--- src/design/celp_pkg.sv ---
package celp_pkg;

    typedef enum logic [9:0] {
        PH_I          = 10'b00_0000_0001,
        PH_M          = 10'b00_0000_0010,
        PH_G          = 10'b00_0000_0100,
        PH_PRE_NUM    = 10'b00_0000_1000,
        PH_SIGN       = 10'b00_0001_0000,
        PH_DIGITS     = 10'b00_0010_0000,
        PH_PRE_COLON  = 10'b00_0100_0000,
        PH_PRE_LETTER = 10'b00_1000_0000,
        PH_DONE       = 10'b01_0000_0000,
        PH_FAIL       = 10'b10_0000_0000
    } phase_t;

    typedef logic [1:0] status_t;
    localparam status_t ST_STORED     = 2'd0;
    localparam status_t ST_BAD_LENGTH = 2'd1;
    localparam status_t ST_BAD_FORMAT = 2'd2;
    localparam status_t ST_OUT_RANGE  = 2'd3;

    typedef logic [1:0] event_t;
    localparam event_t EV_NONE  = 2'd0;
    localparam event_t EV_FIRE  = 2'd1;
    localparam event_t EV_SMOKE = 2'd2;

    localparam logic CMD_CHAR  = 1'b0;
    localparam logic CMD_CLEAR = 1'b1;

    localparam logic [5:0] MIN_LINE_LEN = 6'd13;
    localparam logic [5:0] MAX_LINE_LEN = 6'd17;

    localparam logic [7:0] CH_NUL     = 8'h00;
    localparam logic [7:0] CH_TAB     = 8'h09;
    localparam logic [7:0] CH_CR      = 8'h0D;
    localparam logic [7:0] CH_SPACE   = 8'h20;
    localparam logic [7:0] CH_NEWLINE = 8'h0A;
    localparam logic [7:0] CH_PLUS    = 8'h2B;
    localparam logic [7:0] CH_MINUS   = 8'h2D;
    localparam logic [7:0] CH_ZERO    = 8'h30;
    localparam logic [7:0] CH_NINE    = 8'h39;
    localparam logic [7:0] CH_COLON   = 8'h3A;
    localparam logic [7:0] CH_LOW_I   = 8'h69;
    localparam logic [7:0] CH_LOW_M   = 8'h6D;
    localparam logic [7:0] CH_LOW_G   = 8'h67;
    localparam logic [7:0] CH_F       = 8'h46;
    localparam logic [7:0] CH_S       = 8'h53;
    localparam logic [7:0] CH_N       = 8'h4E;

    localparam int OUT_FRAMES = 16;

    function automatic logic is_space(input logic [7:0] c);
        return (c == CH_SPACE) || ((c >= CH_TAB) && (c <= CH_CR));
    endfunction

    function automatic logic is_digit(input logic [7:0] c);
        return (c >= CH_ZERO) && (c <= CH_NINE);
    endfunction

endpackage

--- src/design/camera_event_line_parser.sv ---
// Channel | Handshake                  | Contents (lowest bit first)
// s_      | s_tvalid / s_tready        | s_tdata: char_byte; s_tuser: command
// m_      | m_tvalid / m_tready        | m_tlast: line_done; m_tdata: line_status,
//         |                            |   frame_id, event_code, all_ready,
//         |                            |   ready_mask, packed_events
// One character is parsed per cycle while the output is not stalled; its result is registered.
// The parser state and frame table update in the same cycle, so items can follow back to back.
// A single output register holds the result; input is taken whenever it is empty or being read.
// Reset returns the line parser and frame table to their cleared state with no clearing pass.
// A stall on the result side stalls the input side in the same cycle.
module camera_event_line_parser
    import celp_pkg::*;
#(
    parameter int NUM_FRAMES       = 16,
    parameter int LINE_BUFFER_SIZE = 32
) (
    input  logic        aclk,
    input  logic        aresetn,
    input  logic        s_tvalid,
    output logic        s_tready,
    input  logic [7:0]  s_tdata,   // [7:0] char_byte
    input  logic        s_tuser,   // [0] command
    output logic        m_tvalid,
    input  logic        m_tready,
    output logic [63:0] m_tdata,   // [1:0] line_status, [5:2] frame_id,
                                   // [7:6] event_code, [8] all_ready,
                                   // [24:9] ready_mask, [56:25] packed_events
    output logic        m_tlast    // line_done
);

    logic                  capturing_reg, capturing_next;
    logic [5:0]            line_length_reg, line_length_next;
    phase_t                phase_reg, phase_next;
    logic [15:0]           accum_reg, accum_next;
    logic                  negative_reg, negative_next;
    logic                  overflow_reg, overflow_next;
    logic [7:0]            letter_reg, letter_next;
    logic [NUM_FRAMES-1:0] frame_ready_reg, frame_ready_next;
    event_t                frame_events_reg [NUM_FRAMES];
    event_t                frame_events_next [NUM_FRAMES];

    logic        m_tvalid_reg;
    logic [63:0] m_tdata_reg;
    logic        m_tlast_reg;

    logic        accept;
    logic        done;
    status_t     status;
    logic [3:0]  fnum;
    event_t      ecode;
    logic [15:0] mask_out;
    logic [31:0] packed_out;

    assign s_tready = !m_tvalid_reg || m_tready;
    assign accept   = s_tvalid && s_tready;
    assign m_tvalid = m_tvalid_reg;
    assign m_tdata  = m_tdata_reg;
    assign m_tlast  = m_tlast_reg;

    always_comb begin
        logic [7:0]  c;
        logic        cap;
        logic [5:0]  len;
        logic [19:0] product;
        logic        take_digit;
        c          = s_tdata;
        cap        = capturing_reg;
        len        = line_length_reg;
        take_digit = 1'b0;
        product    = '0;

        capturing_next    = capturing_reg;
        line_length_next  = line_length_reg;
        phase_next        = phase_reg;
        accum_next        = accum_reg;
        negative_next     = negative_reg;
        overflow_next     = overflow_reg;
        letter_next       = letter_reg;
        frame_ready_next  = frame_ready_reg;
        frame_events_next = frame_events_reg;
        done   = 1'b0;
        status = ST_STORED;
        fnum   = '0;
        ecode  = EV_NONE;

        if (s_tuser == CMD_CLEAR) begin
            capturing_next   = 1'b0;
            line_length_next = '0;
            phase_next       = PH_I;
            accum_next       = '0;
            negative_next    = 1'b0;
            overflow_next    = 1'b0;
            letter_next      = '0;
            frame_ready_next = '0;
            for (int f = 0; f < NUM_FRAMES; f++) begin
                frame_events_next[f] = EV_NONE;
            end
        end else begin
            if (c == CH_LOW_I) begin
                cap = 1'b1;
            end
            capturing_next = cap;
            if (cap) begin
                len = line_length_reg + 6'd1;
                line_length_next = len;
                if (phase_reg != PH_DONE && phase_reg != PH_FAIL) begin
                    if (c == CH_NUL) begin
                        phase_next = PH_FAIL;
                    end else begin
                        unique case (phase_reg)
                            PH_I: begin
                                phase_next = (c == CH_LOW_I) ? PH_M : PH_FAIL;
                            end
                            PH_M: begin
                                phase_next = (c == CH_LOW_M) ? PH_G : PH_FAIL;
                            end
                            PH_G: begin
                                phase_next = (c == CH_LOW_G) ? PH_PRE_NUM : PH_FAIL;
                            end
                            PH_PRE_NUM: begin
                                if (is_space(c)) begin
                                    phase_next = PH_PRE_NUM;
                                end else if (c == CH_PLUS || c == CH_MINUS) begin
                                    negative_next = (c == CH_MINUS);
                                    phase_next    = PH_SIGN;
                                end else if (is_digit(c)) begin
                                    take_digit = 1'b1;
                                    phase_next = PH_DIGITS;
                                end else begin
                                    phase_next = PH_FAIL;
                                end
                            end
                            PH_SIGN: begin
                                if (is_digit(c)) begin
                                    take_digit = 1'b1;
                                    phase_next = PH_DIGITS;
                                end else begin
                                    phase_next = PH_FAIL;
                                end
                            end
                            PH_DIGITS: begin
                                if (is_digit(c)) begin
                                    take_digit = 1'b1;
                                end else if (is_space(c)) begin
                                    phase_next = PH_PRE_COLON;
                                end else if (c == CH_COLON) begin
                                    phase_next = PH_PRE_LETTER;
                                end else begin
                                    phase_next = PH_FAIL;
                                end
                            end
                            PH_PRE_COLON: begin
                                if (!is_space(c)) begin
                                    phase_next = (c == CH_COLON) ? PH_PRE_LETTER : PH_FAIL;
                                end
                            end
                            PH_PRE_LETTER: begin
                                if (!is_space(c)) begin
                                    letter_next = c;
                                    phase_next  = PH_DONE;
                                end
                            end
                            default: begin
                                phase_next = PH_FAIL;
                            end
                        endcase
                    end
                end
                if (take_digit && !overflow_reg) begin
                    product = {1'b0, accum_reg, 3'b000} + {3'b000, accum_reg, 1'b0}
                              + {12'd0, c - CH_ZERO};
                    if (product > 20'h0FFFF) begin
                        overflow_next = 1'b1;
                    end else begin
                        accum_next = product[15:0];
                    end
                end
            end

            if (c == CH_NEWLINE) begin
                done = 1'b1;
                if (!cap || len < MIN_LINE_LEN || len > MAX_LINE_LEN) begin
                    status = ST_BAD_LENGTH;
                end else if (phase_next != PH_DONE ||
                             (letter_next != CH_F && letter_next != CH_S &&
                              letter_next != CH_N)) begin
                    status = ST_BAD_FORMAT;
                end else begin
                    fnum = accum_next[3:0];
                    if (overflow_next || (negative_next && accum_next != '0) ||
                        {16'd0, accum_next} >= 32'(NUM_FRAMES)) begin
                        status = ST_OUT_RANGE;
                    end else begin
                        ecode = (letter_next == CH_F) ? EV_FIRE :
                                (letter_next == CH_S) ? EV_SMOKE : EV_NONE;
                        for (int f = 0; f < NUM_FRAMES; f++) begin
                            if (accum_next == 16'(f)) begin
                                frame_events_next[f] = ecode;
                                frame_ready_next[f]  = 1'b1;
                            end
                        end
                    end
                end
            end

            if (c == CH_NEWLINE || len >= 6'(LINE_BUFFER_SIZE)) begin
                capturing_next   = 1'b0;
                line_length_next = '0;
                phase_next       = PH_I;
                accum_next       = '0;
                negative_next    = 1'b0;
                overflow_next    = 1'b0;
                letter_next      = '0;
            end
        end
    end

    for (genvar g = 0; g < OUT_FRAMES; g++) begin : g_out
        if (g < NUM_FRAMES) begin : g_used
            assign mask_out[g]           = frame_ready_next[g];
            assign packed_out[2*g +: 2]  = frame_events_next[g];
        end else begin : g_unused
            assign mask_out[g]           = 1'b0;
            assign packed_out[2*g +: 2]  = 2'b00;
        end
    end

    always_ff @(posedge aclk) begin
        if (!aresetn) begin
            capturing_reg   <= 1'b0;
            line_length_reg <= '0;
            phase_reg       <= PH_I;
            accum_reg       <= '0;
            negative_reg    <= 1'b0;
            overflow_reg    <= 1'b0;
            letter_reg      <= '0;
            frame_ready_reg <= '0;
            for (int f = 0; f < NUM_FRAMES; f++) begin
                frame_events_reg[f] <= EV_NONE;
            end
            m_tvalid_reg    <= 1'b0;
        end else begin
            if (accept) begin
                capturing_reg    <= capturing_next;
                line_length_reg  <= line_length_next;
                phase_reg        <= phase_next;
                accum_reg        <= accum_next;
                negative_reg     <= negative_next;
                overflow_reg     <= overflow_next;
                letter_reg       <= letter_next;
                frame_ready_reg  <= frame_ready_next;
                frame_events_reg <= frame_events_next;
                m_tvalid_reg     <= 1'b1;
            end else if (m_tready) begin
                m_tvalid_reg <= 1'b0;
            end
        end
    end

    always_ff @(posedge aclk) begin
        if (accept) begin
            m_tlast_reg <= done;
            m_tdata_reg <= {7'd0, packed_out, mask_out, &frame_ready_next, ecode, fnum, status};
        end
    end

    // A stored line must show its frame as ready in the same transaction.
    a_stored_sets_ready: assert property (@(posedge aclk) disable iff (!aresetn)
        (m_tvalid && m_tlast && m_tdata[1:0] == ST_STORED) |-> m_tdata[9 + m_tdata[5:2]])
        else $error("stored line without ready flag");

    // Outside a line end, the line fields are zero.
    a_idle_fields_zero: assert property (@(posedge aclk) disable iff (!aresetn)
        (m_tvalid && !m_tlast) |-> (m_tdata[7:0] == 8'd0))
        else $error("line fields set without line end");

    // Length only counts while a line is being captured.
    a_length_needs_capture: assert property (@(posedge aclk) disable iff (!aresetn)
        !capturing_reg |-> (line_length_reg == '0))
        else $error("line length nonzero while idle");

    // An abandoned line never keeps a length at the buffer size.
    a_length_bound: assert property (@(posedge aclk) disable iff (!aresetn)
        line_length_reg < 6'(LINE_BUFFER_SIZE))
        else $error("line length reached buffer size");

    // A clear command empties the ready flags.
    a_clear_empties: assert property (@(posedge aclk) disable iff (!aresetn)
        (accept && s_tuser == CMD_CLEAR) |=> (frame_ready_reg == '0))
        else $error("ready flags survive clear");

endmodule
--- config.mk ---
export PLATFORM = sky130hd
export DESIGN_NAME = camera_event_line_parser
export DESIGN_NICKNAME = d
export VERILOG_FILES = /design/src/design/celp_pkg.sv /design/src/design/camera_event_line_parser.sv
export SDC_FILE = /design/constraint.sdc
export NUM_CORES = 1
export LEC_CHECK = 0
export ABC_AREA = 1
export ABC_CLOCK_PERIOD_IN_PS = 5900
export BUFFER_PORTS_ARGS = -buffer_cell sky130_fd_sc_hd__buf_2
export CAP_MARGIN = 25
export CORE_MARGIN = 1.5
export CORE_UTILIZATION = 46
export CTS_CLUSTER_DIAMETER = 100
export CTS_CLUSTER_SIZE = 24
export DETAILED_ROUTE_END_ITERATION = 16
export GPL_TIMING_DRIVEN = 0
export SLEW_MARGIN = 20
export SYNTH_ARGS = -nofsm -noshare
export SYNTH_HDL_FRONTEND = slang
export SYNTH_SLANG_ARGS = --single-unit
--- constraint.sdc ---
create_clock -name aclk -period 5.9 [get_ports aclk]
set_input_delay 1.18 -clock aclk [delete_from_list [all_inputs] [get_ports aclk]]
set_output_delay 1.18 -clock aclk [all_outputs]
set_load 0.005 [all_outputs]
======== After elaboration in Yosys (flattened, before gate mapping) ========
Index checks and enable logic that the tools add are counted.
cells by class
  reductions and logical operators ........ 30
  equality and inequality tests ........... 39
  multiplexer cells ....................... 113
  order comparisons ....................... 9
  add/subtract/negate cells ............... 4
  bitwise logic cells ..................... 1
operator list
  cell                  number
  $mux 16               11
  $mux 10               17
  $mux 32               5
  $eq 16x4->1 const B   8
  $pmux 10 s8           1
  $eq 16x3->1 const B   4
  $mux 8                8
  $mux 1                46
  $eq 8x7->1 const B    5
  $mux 2                20
  $eq 16x2->1 const B   2
  $eq 8x6->1 const B    4
  $mux 6                4
  $ne 8x7->1 const B    3
  $add 19x17->20        1
  $add 20x8->20         1
  $gt 20x16->1 const B  1
  $ne 10x9->1 const B   2
  $eq 16x1->1 const B   1
  $ge 16x5->1 const B   1
  $logic_not 16->1      1
  $reduce_and 16->1     1
  $reduce_bool 16->1    1
  $eq 10x1->1 const B   1
  29 further kinds      47
storage, ports and cells
  word-level logic and storage cells ...... 227
  output and inout port bits .............. 67
  register bits after elaboration ......... 150
  bits of input ports ..................... 13

======== Longest topological paths before layout ========
  word-level depth ........................ 24
  depth in mapped cells ................... 34
  mapped depth without buffers ............ 33

======== Worst setup path before layout ========
No wires, ideal clock.
  path type ............................... input port to flip-flop
  from .................................... input s_tdata[6]
  to ...................................... register m_tdata_reg[39], in the netlist m_tdata[39], data pin
  data required time ...................... 5.642 ns
  path buffers ............................ 2
  library setup time ...................... 0.258 ns
  arrival time ............................ 4.837 ns
  setup slack ............................. 0.805 ns
  stages .................................. 30
  cell sequence ........................... buf_2 > a21oi_1 > xor2_1 > fa_1 > ha_1 > nand2_1 > nand2_1 > a21oi_1 > nand2_1 > nand2_1 > nand2_1 > nand2_1 > nand2_1 > nor2_1 > nand3_2 > nand2_1 > nand2_1 > nor2_1 > nand2_1 > nor2_1 > nand2_1 > nand2_1 > nand3_2 > buf_6 > nor2_8 > nand2_2 > inv_2 > nand2_1 > o211ai_1 > inv_1
RTL lines
  item                  RTL line                         text
  start, declared       camera_event_line_parser.sv:21   input logic [7:0] s_tdata,
  end signal, assigned  camera_event_line_parser.sv:263  m_tdata_reg <= {7'd0, packed_out, mask_out, &frame_ready_next, ecode, fnum, status};
  end, declared         camera_event_line_parser.sv:43   logic [63:0] m_tdata_reg;

======== Final worst setup path ========
  from .................................... input s_tdata[4]
  to ...................................... register m_tdata_reg[8], in the netlist m_tdata[8], data pin
on the way
  word-level cells in the longest chain between the ends .. 24
  elaborated cells between the ends (all ways) .. 125
  classes of those cells .................. add/sub: 2; order compare: 8; eq/ne: 27; mux: 70; reduce/logical: 18
RTL lines
  item                                                                    RTL line                         text
  parallel branches: the longest is 21 deep, another holds $add 20x8->20  n/a
  $mux 16 (*)                                                             camera_event_line_parser.sv:180  if (c == CH_NEWLINE) begin
  $mux 16 (*)                                                             camera_event_line_parser.sv:86   if (s_tuser == CMD_CLEAR) begin
  $reduce_and 16->1 (*)                                                   camera_event_line_parser.sv:263
Mark *: on every way between the ends. The select of a mux whose other input is x is not followed.
A chain may end at the register's enable or synchronous reset.

==> impl_results.md <==
* Status: complete, no violations
* Routed WL at 27800 um
* DR iter-0 viols at 668
* Proportion of layout cells with a drive suffix above 1 at 0.121
* Fin nets at 1513
* Antenna Nets Post-Route at 0
* Vias in the first global route at 8490
* Number of synthesized flops with an enable pin at 58
* Max Slew Vio Count at 0
* Maximum buffer depth of the clock tree at 2
* Critical Path End Type: flop
* Placed cell area at 0.0102 mm2
* F_max at 179 MHz
* Largest family of logic cells by synthesized area: simple AND/OR/NAND/NOR gates
* Ys flop type: dfxtp_1
* Sequential area share after synthesis at 0.377
* Most frequent cells in the layout: nand2_1, inv_1, nor2_1
* Die Wd at 147 um
* Clock root buffer: clkbuf_16
* Slew of the pin with the lowest slew margin at 0.673 ns
* Detailed-placement wirelength estimate at 20900 um
* Area grow syn2layout at 15.2%
* Slew headroom at 0.552
* Number of CTS-inserted buffers at 17
* Placeable Area at 0.0202 mm2
* Synth async-reset ratio at 0
* Die area at 0.0215 mm2
* Slowest stage delay, CP at 0.48 ns
* Final hold violations at 0
* PwrDens at 219 mW/mm2
* Final WS setup at 0.312 ns
* GP Congestion at 0.925
* Skew final at 0.0137 ns
* Fin area at 0.0110 mm2
* Post-Synth Simple-Gate Area at 0.313
* Number of library cell types mapped by synthesis at 49
* Synth Area in Adders at 0.0547
* Port-buffer cells at 70
* Setup CP Type: input port to flop
* Post-place setup slack at -0.448 ns
* Max FFs per register at 57
* Lkg Pwr at 5.11 nW
* Die H at 147 um
* Commonest non-fill, non-tap cell in the layout: nand2_1
* GRT Residual Overflow at 0
* Max-cap viol count at 0
* Initial Utilization at 0.470
* CTS tree: done
* Hold WC Path Type: flop to flop
* Htree depth at 4
* Hold slack final at 0.446 ns
* DP Cell Count at 1708
* CTS sink count at 150
* Worst Path Arrival at 5.87 ns
* Final min period at 5.59 ns
* DR vias at 9188
* Row count at 52
* Avg Vias per Cell at 5.27
* RSZ-0062 raised after global routing: no
* GRT Total Usage at 0.265
* Setup_tns at 0 ns
* CP max FO at 10
* Mux cell area share after synthesis at 0
* Slowest CP cell: fa_1
* Pwr Total at 2.40 mW
* Post-synthesis register bit count at 150
* CP Launch Type: input port
* Fin crit share at 0.947
* Final Setup Violations at 0
* Cell mode on critical path: nand2_1
* Initial antenna violation count at 0
* Post-synthesis xor/xnor area fraction at 0.0175
* DRC at 0
* Final Util at 0.541
* Largest net degree at the start of global routing at 51
* Worst-Skew Late Latency at 0.43 ns
* Synth Instances at 1361
* Mapped cell area at 0.00951 mm2
* Antenna cell count at 0
* Syn_area_per_cell at 6.99 um2
* Number of warnings issued by yosys at 0
* Maximum vdd drop at 0.000185 V
* Post-synthesis compound-gate area fraction at 0.128
* Worst-path clk slew at 0.06 ns
* First-pass DRT Iterations at 5
* First-pass GRT wire length at 45000 um
* Worst EP required at 6.18 ns
* Num ports at 80
* Wirelength per Cell at 15.9 um
* Finished Layout Cells at 1745
[final timing paths]
kind                      start                  to  slack (ns)  cells past startpoint
max                  s_tdata[4]          m_tdata[8]        0.31                     29
min reg2reg  line_length_reg[5]  line_length_reg[5]        0.45                      2
max reg2reg        accum_reg[0]          m_tdata[8]        0.99                     29
min          line_length_reg[5]  line_length_reg[5]        0.45                      2
[power by group]
group / internal, mW / total (mW) / switching, mW
registers: 1.12 / 1.13 / 0.0132
logic: 0.0607 / 0.190 / 0.129
clock network: 0.658 / 1.08 / 0.425
total: 1.83 / 2.40 / 0.567
[timing repair]
item,4_1_cts,5_1_grt
endpoints found under the hold margin,0,0
gates resized for setup,1,19
pin swaps,0,6
setup buffers,0,5
hold buffers,0,0
endpoints found under the setup margin,1,94
[cell type report]
| class | instances | area, um2 |
|---|---|---|
| plain buffers | 51 | 255 |
| inverters | 211 | 792 |
| repair buffers | 76 | 415 |
| fillers | 2012 | 9280 |
| flip-flops and latches | 150 | 3580 |
| clock buffers | 21 | 440 |
| multi-input cells | 955 | 5000 |
| well taps | 270 | 338 |
| clock inverters | 11 | 130 |
[critical path: cells and delay by family]
family,cells,cell delay [ns]
buffers and inverters,4,0.63
and+or+nand+nor,21,2.67
xor gates and xnor gates,1,0.25
adders and majority gates,3,1.11
[layer usage]
metal,track usage,wire length [um]
met3,0.0547,1750
met5,0,0
met1,0.381,13500
met4,0.0616,425
met2,0.407,12100
[Yosys cell counts, drive strengths merged (3+ instances only)]
library cell | count | area, um2
clkbuf | 36 | 135
o31ai | 3 | 22.5
nand4 | 32 | 206
nand2 | 381 | 1450
buf | 15 | 110
o21bai | 5 | 48.8
xnor2 | 8 | 70.1
nand3b | 6 | 45.0
fa | 6 | 120
a21oi | 100 | 523
o22ai | 3 | 18.8
a31oi | 4 | 25.0
xor2 | 11 | 96.3
ha | 32 | 400
edfxtp | 58 | 1740
nor2 | 135 | 586
o211ai | 15 | 113
inv | 209 | 785
dfxtp | 92 | 1840
nor3 | 27 | 145
a211oi | 14 | 105
o21ai | 64 | 320
nand3 | 91 | 508
[kinds of logic (layout without fill, tap and decap cells)]
kind of cell	Yosys count	in the layout
other	1	7
xor gates and xnor gates	19	19
adders and majority gates	38	38
DFF	150	150
and+or+nand+nor	678	678
buffers and inverters	262	370
AOI/OAI and AO/OA	213	213
(Power assumes the default switching activity.)
